File: src/rtl/ttw_pkg.sv
`default_nettype none
package ttw_pkg;

    localparam int DIV_LONG_BITS  = 65;
    localparam int DIV_SHORT_BITS = 32;
    localparam int DIV_CNT_W      = 7;

    // configuration register indexes
    localparam logic CFG_TICK_LEN  = 1'b0;
    localparam logic CFG_SLOT_CNT  = 1'b1;

    // input modes
    localparam logic [1:0] MODE_SCHEDULE = 2'd0;
    localparam logic [1:0] MODE_CANCEL   = 2'd1;
    localparam logic [1:0] MODE_TICK     = 2'd2;

    // result kinds
    localparam logic [1:0] KIND_SCH_ACK = 2'd0;
    localparam logic [1:0] KIND_CAN_ACK = 2'd1;
    localparam logic [1:0] KIND_EXPIRY  = 2'd2;
    localparam logic [1:0] KIND_NONE    = 2'd3;

    // status codes
    localparam logic [1:0] STAT_OK        = 2'd0;
    localparam logic [1:0] STAT_NOT_FOUND = 2'd1;
    localparam logic [1:0] STAT_INVALID   = 2'd2;
    localparam logic [1:0] STAT_FULL      = 2'd3;

    typedef struct packed {
        logic [31:0] id;
        logic [15:0] slot;
        logic [31:0] rounds;
        logic [31:0] tag;
    } entry_t;

    localparam int ENTRY_W = $bits(entry_t);

    typedef enum logic [3:0] {
        ST_IDLE,
        ST_TICK_INC,
        ST_DIV_GO,
        ST_DIV_WAIT,
        ST_SCH_WRITE,
        ST_SCAN_RD,
        ST_SCAN_EV,
        ST_SCAN_END,
        ST_REPLY
    } state_t;

    typedef enum logic [1:0] {
        DS_TICKS,
        DS_SLOT,
        DS_ROUNDS,
        DS_TNOW
    } div_src_t;

    typedef enum logic [2:0] {
        OS_FULL,
        OS_SCH_OK,
        OS_CAN_BAD,
        OS_CAN_END,
        OS_EXP,
        OS_TICK_END
    } out_sel_t;

    typedef struct packed {
        logic     accept;
        logic     tick_inc;
        logic     div_go;
        logic     div_take;
        logic     sch_write;
        logic     scan_step;
        logic     scan_end;
        logic     out_load;
        div_src_t div_src;
        out_sel_t out_sel;
    } ctrl_cmd_t;

    typedef struct packed {
        logic [1:0] mode;
        logic       cid_zero;
        logic       full;
        logic       cnt_zero;
        logic       div_busy;
        logic       ev_expire;
        logic       pend_valid;
        logic       tick_mode;
        logic       scan_last;
        logic       out_free;
    } dp_status_t;

endpackage
`default_nettype wire

File: src/rtl/ttw_ctrl.sv
`default_nettype none
module ttw_ctrl import ttw_pkg::*; (
    input  wire logic       clk,
    input  wire logic       rst_n,
    input  wire logic       in_valid,
    output logic            in_stall,
    input  wire dp_status_t sts,
    output ctrl_cmd_t       cmd
);

    state_t   state_reg, state_next;
    div_src_t src_reg, src_next;
    out_sel_t sel_reg, sel_next;
    logic     ev_wait;

    // an expiry displaces the held one, which needs the output register
    assign ev_wait = sts.tick_mode && sts.ev_expire && sts.pend_valid && !sts.out_free;

    always_comb
    begin
        state_next = state_reg;
        src_next   = src_reg;
        sel_next   = sel_reg;
        case (state_reg)
            ST_IDLE:
            begin
                if (in_valid)
                begin
                    case (sts.mode)
                        MODE_SCHEDULE:
                        begin
                            if (sts.full)
                            begin
                                sel_next   = OS_FULL;
                                state_next = ST_REPLY;
                            end
                            else
                            begin
                                src_next   = DS_TICKS;
                                state_next = ST_DIV_GO;
                            end
                        end
                        MODE_CANCEL:
                        begin
                            if (sts.cid_zero)
                            begin
                                sel_next   = OS_CAN_BAD;
                                state_next = ST_REPLY;
                            end
                            else
                            begin
                                state_next = sts.cnt_zero ? ST_SCAN_END : ST_SCAN_RD;
                            end
                        end
                        MODE_TICK:
                        begin
                            state_next = ST_TICK_INC;
                        end
                        default:
                        begin
                            state_next = ST_IDLE;
                        end
                    endcase
                end
            end
            ST_TICK_INC:
            begin
                src_next   = DS_TNOW;
                state_next = ST_DIV_GO;
            end
            ST_DIV_GO:
            begin
                state_next = ST_DIV_WAIT;
            end
            ST_DIV_WAIT:
            begin
                if (!sts.div_busy)
                begin
                    case (src_reg)
                        DS_TICKS:
                        begin
                            src_next   = DS_SLOT;
                            state_next = ST_DIV_GO;
                        end
                        DS_SLOT:
                        begin
                            src_next   = DS_ROUNDS;
                            state_next = ST_DIV_GO;
                        end
                        DS_ROUNDS:
                        begin
                            state_next = ST_SCH_WRITE;
                        end
                        default:
                        begin
                            state_next = sts.cnt_zero ? ST_SCAN_END : ST_SCAN_RD;
                        end
                    endcase
                end
            end
            ST_SCH_WRITE:
            begin
                if (sts.out_free)
                begin
                    state_next = ST_IDLE;
                end
            end
            ST_SCAN_RD:
            begin
                state_next = ST_SCAN_EV;
            end
            ST_SCAN_EV:
            begin
                if (!ev_wait)
                begin
                    state_next = sts.scan_last ? ST_SCAN_END : ST_SCAN_RD;
                end
            end
            ST_SCAN_END, ST_REPLY:
            begin
                if (sts.out_free)
                begin
                    state_next = ST_IDLE;
                end
            end
            default:
            begin
                state_next = ST_IDLE;
            end
        endcase
    end

    always_comb
    begin
        cmd         = '0;
        cmd.div_src = src_reg;
        cmd.out_sel = sel_reg;
        in_stall    = state_reg != ST_IDLE;
        case (state_reg)
            ST_IDLE:
            begin
                cmd.accept = in_valid;
            end
            ST_TICK_INC:
            begin
                cmd.tick_inc = 1'b1;
            end
            ST_DIV_GO:
            begin
                cmd.div_go = 1'b1;
            end
            ST_DIV_WAIT:
            begin
                cmd.div_take = !sts.div_busy;
            end
            ST_SCH_WRITE:
            begin
                cmd.out_sel   = OS_SCH_OK;
                cmd.sch_write = sts.out_free;
                cmd.out_load  = sts.out_free;
            end
            ST_SCAN_EV:
            begin
                cmd.out_sel   = OS_EXP;
                cmd.scan_step = !ev_wait;
                cmd.out_load  = !ev_wait && sts.tick_mode && sts.ev_expire && sts.pend_valid;
            end
            ST_SCAN_END:
            begin
                cmd.out_sel  = sts.tick_mode ? OS_TICK_END : OS_CAN_END;
                cmd.scan_end = sts.out_free;
                cmd.out_load = sts.out_free;
            end
            ST_REPLY:
            begin
                cmd.out_load = sts.out_free;
            end
            default:
            begin
                cmd.accept = 1'b0;
            end
        endcase
    end

    always_ff @(posedge clk or negedge rst_n)
    begin
        if (!rst_n)
        begin
            state_reg <= ST_IDLE;
            src_reg   <= DS_TICKS;
            sel_reg   <= OS_FULL;
        end
        else
        begin
            state_reg <= state_next;
            src_reg   <= src_next;
            sel_reg   <= sel_next;
        end
    end

endmodule
`default_nettype wire

File: config.mk
export PLATFORM = sky130hd
export DESIGN_NAME = ttw_ctrl
export DESIGN_NICKNAME = d
export VERILOG_FILES = /design/src/rtl/ttw_pkg.sv /design/src/rtl/ttw_ctrl.sv
export SDC_FILE = /design/constraint.sdc
export NUM_CORES = 1
export LEC_CHECK = 0
export BUFFER_PORTS_ARGS = -buffer_cell sky130_fd_sc_hd__buf_2
export CORE_MARGIN = 5
export CORE_UTILIZATION = 45
export DETAILED_ROUTE_END_ITERATION = 8
export PLACE_DENSITY = 0.76
export RECOVER_POWER = 50
export SETUP_SLACK_MARGIN = 0.02
export SYNTH_ARGS = -nofsm -noshare
export SYNTH_HDL_FRONTEND = slang
export SYNTH_SLANG_ARGS = --single-unit
File: constraint.sdc
create_clock -name clk -period 4.11 [get_ports clk]
set_clock_uncertainty 0.05 [all_clocks]
set_input_delay 0 -clock clk [delete_from_list [all_inputs] [get_ports clk]]
set_output_delay 0 -clock clk [all_outputs]
set_load 0.03 [all_outputs]
==> impl_metrics.toml, run 1 <==
[outcome]
run_status = "completed"

[drt]
drc = 0
drt_iter0_markers = 6
antenna_left = 0
num_vias = 809
drt-total-wl_um = 1960
viasPerCell = 5.91
dr.pass1.iters = 6
post_drt_wl_per_cell_um = 14.3

[grt]
grt-ovfl-total = 0
met2_usage = 0.252
grt_pass1_vias = 801
grtUsageMet1 = 0.204
top_usage_layer = "met2"
grt_pass1_wl_um = 3320
grt_util_met3 = 0.0436
antenna_found_initial = 0
grt_usage = 0.159
grt_max_degree = 20

[worst_setup_path]
critPathSlowestCell = "dfrtp_1"
cp.arrival_ns = 2.15
worstSetupPathType = "reg -> reg"
required_ns = 4.18
cpPeakStageDelay_ns = 0.66
startpoint_type = "flop"
critPathCaptureType = "flop"
crit_fanout = 18
crit_chain = "nor2_1 > a21boi_2 > nor4bb_1 > mux2_1"

[pwr]
ir_worst_vdd_mv = 0.499
p_leak_nw = 0.384
p_clk_frac = 0.084
netSwitchingFraction = 0.556
p_switching_mw = 0.390
p_per_area_nw_per_um2 = 788
total_power_mw = 0.701
sequentialPowerShare = 0.259
combPwrFrac = 0.656
internal_power_mw = 0.311

[sta]
worst_pin_slew_ns = 0.523
finalCriticalPeriod_ns = 2.08
rsz0062_at_grt = "no"
setup_viol = 0
period_share = 0.506
slew_headroom = 0.651
maxSlewViolCount = 0
hold_viol = 0
fin_tns_setup_ns = 0
timing.fmax_ghz = 0.480

[clock_network]
clock_latency_ns = 0.24
clk_pin_slew_worst_paths_ns = 0.05
cts_buffer_depth = 2
cts.sinks = 7
clock-root-buffer = "clkbuf_4"
h-tree-depth = 1
cts_tree = "yes"
cts_resized = 0
cts_made_buffers = 3

[yosys]
ys_seq_area_frac = 0.232
syn_avg_cell_area_um2 = 7.86
syn_inst = 96
yosys_most_used_dff = "dfrtp_1"
synth_common_cells = "9 x nor2_1, 7 x dfrtp_1, 6 x nand2_1, 6 x nor3_1"
ys_async_sr_fraction = 1.00
synth_top_area_frac = 0.232
synth_fp_nets = 110
ys_top_cells_by_area = "dfrtp_1 23%, nor2_1 4.5%, mux2_1 4.5%"
ys_ff_latch = 7
netlist_area_um2 = 754
synth_edf_count = 0
synthMostInstantiatedCell = "nor2_1"
ys_types = 43
ys_warn_count = 0
post-synth-top-area-cell = "dfrtp_1"

[finish]
final_core_util = 0.577
final_nets = 136
largest_register_ffs = 4
n_antenna_cell = 0
area_delta_synth_final_pct = 17.9
drive_above_1_share = 0.248
fin_area_um2 = 890

[floorplan]
die-area_um2 = 2600
die_w_um = 50.9
start_util = 0.489
fp-row-count = 14
die_h_um = 50.9
ios = 28
core_um2 = 1540

[placement]
io_buffer_count = 27
place_area_um2 = 865
gp_congestion = 0.834
place_hpwl_um = 1530

[run]
drv_cap = 0

[worst_hold_path]
hold_class = "in -> reg"
[through the flow]
stage / hold slack [ns] / worst slack, ns / cells
finish: 0.0914 / 2.03 / 137
global route: 0.101 / 1.91 / 137
CTS: 0.0618 / 2.06 / 137
detailed placement: -0.213 / 2.08 / 132
global placement: -0.215 / 2.14 / 132
floorplan: -0.346 / 2.39 / 96
[final timing paths]
| check | start | end | slack [ns] | cells after the start |
|---|---|---|---|---|
| max | state_reg[2]$_DFFE_PN0P_ | src_reg[0]$_DFFE_PN0P_ | 2.03 | 4 |
| min | in_valid | sel_reg[1]$_DFFE_PN0P_ | 0.09 | 3 |
| max reg2reg | state_reg[2]$_DFFE_PN0P_ | src_reg[0]$_DFFE_PN0P_ | 2.03 | 4 |
| min reg2reg | sel_reg[1]$_DFFE_PN0P_ | sel_reg[1]$_DFFE_PN0P_ | 0.52 | 1 |
| max in group asynchronous | rst_n | src_reg[0]$_DFFE_PN0P_ | 3.63 | 2 |
| min in group asynchronous | rst_n | sel_reg[1]$_DFFE_PN0P_ | 0.12 | 2 |
[per-layer routing]
layer / wire length, um / vias up
met3: 118 / 4
met2: 953 / 26
met1: 863 / 375
met5: 0 / -
li1: - / 404
met4: 28 / 0
[critical path: cells and delay by family (launching register included)]
kind / cells / cell delay (ns)
compound gates: 1 / 0.23
mux: 1 / 0.37
simple gates: 2 / 0.65
flops: 1 / 0.66
[power groups by stage]
stage / Clock (mW) / Combinational (mW) / Sequential, mW
finish: 0.0592 / 0.460 / 0.182
global route: 0.0696 / 0.503 / 0.192
CTS: 0.0612 / 0.473 / 0.179
detailed placement: 0 / 0.469 / 0.181
global placement: 0 / 0.463 / 0.177
floorplan: 0 / 0.425 / 0.131
[layout by cell type, fill, tap and decap left out, types with 2 or more instances in the layout]
master	count
clkbuf_4	3
nor4_2	2
inv_1	4
o31a_1	2
clkbuf_1	8
buf_2	20
mux2_1	3
nand3b_1	2
nor3_1	6
nand2b_1	4
or3_1	2
nand2_1	6
a31oi_1	3
a21oi_1	5
a211oi_1	2
nand3_1	3
dfrtp_1	7
or2_0	2
nor2_1	9
o21ai_0	5
[cells by family after synthesis]
| logic type | synth area share |
|---|---|
| buffers and inverters | 0.0846 |
| AO/OA/AOI/OAI | 0.257 |
| AND/OR/NAND/NOR | 0.357 |
| flip-flops | 0.232 |
| XOR/XNOR | 0.0116 |
| multiplexers | 0.0580 |
[what timing repair did]
action / 4_1_cts / 5_1_grt
hold endpoints to repair: 7 / 0
hold buffers: 1 / 0
setup buffers: 0 / 0
[area by class of cell]
cell class / instances / area (um^2)
multi-input cells: 77 / 513
inverters: 5 / 18.8
clock buffers: 4 / 26.3
well taps: 16 / 20.0
fillers: 153 / 652
repair buffers: 28 / 136
flip-flops and latches: 7 / 175
Note: power is estimated with default switching activity, not from simulation.
==> run 2, diff against run 1 <==
==> constraint.sdc (replaced) <==
create_clock -name clk -period 2.05 [get_ports clk]
set_clock_uncertainty 0.05 [all_clocks]
set_input_delay 0 -clock clk [delete_from_list [all_inputs] [get_ports clk]]
set_output_delay 0 -clock clk [all_outputs]
set_load 0.03 [all_outputs]
==> impl_metrics.toml, run 2 (synthesis results as in run 1) <==
[sta]
fin_tns_setup_ns = 0
timing.fmax_ghz = 0.535
finalCriticalPeriod_ns = 1.87
worst_pin_slew_ns = 0.515
hold_viol = 0
rsz0062_at_grt = "no"
period_share = 0.912
maxSlewViolCount = 0
setup_viol = 0
slew_headroom = 0.657

[clock_network]
clock-root-buffer = "clkbuf_4"
cts_setup_buffers = 0
clock_latency_ns = 0.25
clk_pin_slew_worst_paths_ns = 0.05
cts_tree = "yes"
cts_resized = 0
cts.sinks = 7
cts_made_buffers = 3
cts_buffer_depth = 2
h-tree-depth = 1

[drt]
viasPerCell = 5.91
drt_iter0_markers = 15
post_drt_wl_per_cell_um = 13.9
dr.pass1.iters = 4
num_vias = 833
drc = 0
drt-total-wl_um = 1960
antenna_left = 0

[worst_setup_path]
reg2regPathDepth = 4
path_delay_family = "flip-flops"
required_ns = 2.12
worstSetupPathType = "reg -> reg"
cp.arrival_ns = 1.94
r2r_start = "state_reg[0]$_DFFE_PN0P_"
critPathCaptureType = "flop"
cpPeakStageDelay_ns = 0.53
crit_start = "state_reg[0]$_DFFE_PN0P_"
worstReg2RegEnd = "src_reg[1]$_DFFE_PN0P_"
crit_chain = "clkbuf_1 > nor2_1 > nor4bb_1 > mux2_1"
crit_fanout = 13
startpoint_type = "flop"
rrSetupSlack_ns = 0.18
path_buf_inv = 1
critPathSlowestCell = "dfrtp_1"

[floorplan]
die-area_um2 = 2600
core_um2 = 1540
die_w_um = 50.9
fp-row-count = 14
start_util = 0.489
ios = 28
die_h_um = 50.9

[pwr]
internal_power_mw = 0.669
ir_worst_vdd_mv = 0.963
p_leak_nw = 0.400
p_per_area_nw_per_um2 = 1600
sequentialPowerShare = 0.207
combPwrFrac = 0.709
p_switching_mw = 0.793
netSwitchingFraction = 0.542
p_clk_frac = 0.084

[finish]
mostFrequentLayoutCell = "buf_2"
final_nets = 140
drive_above_1_share = 0.272
layout_common_cells = "21 x buf_2, 9 x nor2_1, 9 x clkbuf_1, 7 x dfrtp_1"
fin_cells = 141
area_delta_synth_final_pct = 21.4
largest_register_ffs = 4
n_antenna_cell = 0

[worst_hold_path]
min_to = "sel_reg[1]$_DFFE_PN0P_"
hold_class = "in -> reg"
hold_start = "in_valid"
min_delay_path_depth = 3

[grt]
grt_usage = 0.149
grt_max_degree = 15
grt_pass1_wl_um = 3030
antenna_found_initial = 0
grt_pass1_vias = 717
grt-ovfl-total = 0

[placement]
place_inst = 136
place_hpwl_um = 1580
gp_congestion = 0.813
io_buffer_count = 27

[outcome]
run_status = "completed"

[run]
drv_cap = 0
==> run 2: cell types whose count changed in the layout (fill, tap and decap cells not counted) <==
cell,before,now
buf_4,0,2
buf_2,20,21
clkbuf_1,8,9
or2_0,2,1
or2_4,0,1
==> run 2: routing by layer <==
layer / GRT usage / vias up / wire [um]
met5: 0 / - / 0
met3: 0.0523 / 0 / 155
met4: 0.0255 / 0 / 0
li1: - / 413 / -
met1: 0.179 / 390 / 806
met2: 0.258 / 30 / 993
==> run 2: tightest hold or removal path, delay by kind of cell <==
kind                   cells  cell delay (ns)
AO/OA/AOI/OAI              1             0.13
AND/OR/NAND/NOR            1             0.08
buffers and inverters      1             0.11
==> run 2: worst max-delay path by stage <==
stage | cells past startpoint | to | slack, ns
after global routing | 4 | src_reg[1]$_DFFE_PN0P_ | 0.03
after floorplan | 3 | cmd[9] | 0.33
final | 4 | src_reg[1]$_DFFE_PN0P_ | 0.18
after CTS | 4 | src_reg[1]$_DFFE_PN0P_ | 0.19
after detailed placement | 4 | src_reg[1]$_DFFE_PN0P_ | 0.21
after global placement | 4 | state_reg[2]$_DFFE_PN0P_ | 0.21
==> run 2: power groups by stage <==
stage / sequential (mW) / combinational, mW / clock [mW]
floorplan: 0.263 / 0.853 / 0
global placement: 0.298 / 1.04 / 0
detailed placement: 0.302 / 1.06 / 0
CTS: 0.300 / 1.06 / 0.125
global route: 0.318 / 1.13 / 0.137
finish: 0.302 / 1.04 / 0.123
==> run 2: metrics by stage <==
step / total power, mW / util / hold WS (ns) / worst slack (ns) / cell area, um^2
6_report: 1.46 / 0.594 / 0.0581 / 0.180 / 916
5_1_grt: 1.58 / 0.594 / 0.0619 / 0.0337 / 916
4_1_cts: 1.49 / 0.604 / 0.0573 / 0.193 / 931
3_5_place_dp: 1.36 / 0.580 / -0.211 / 0.209 / 895
3_3_place_gp: 1.34 / 0.580 / -0.212 / 0.213 / 895
2_1_floorplan: 1.12 / - / -0.346 / 0.331 / 754
==> run 2: area by class of cell <==
cell class,count,area (um^2)
tap,16,20.0
clock buffer,4,26.3
sequential,7,175
timing repair buffer,32,160
inverter,5,18.8
fill,149,626
multi-input combinational,77,515
==> run 2: repair_timing <==
action,in CTS,in global routing
endpoints found under the hold margin,7,0
hold buffers,1,0
setup endpoints to repair,0,0
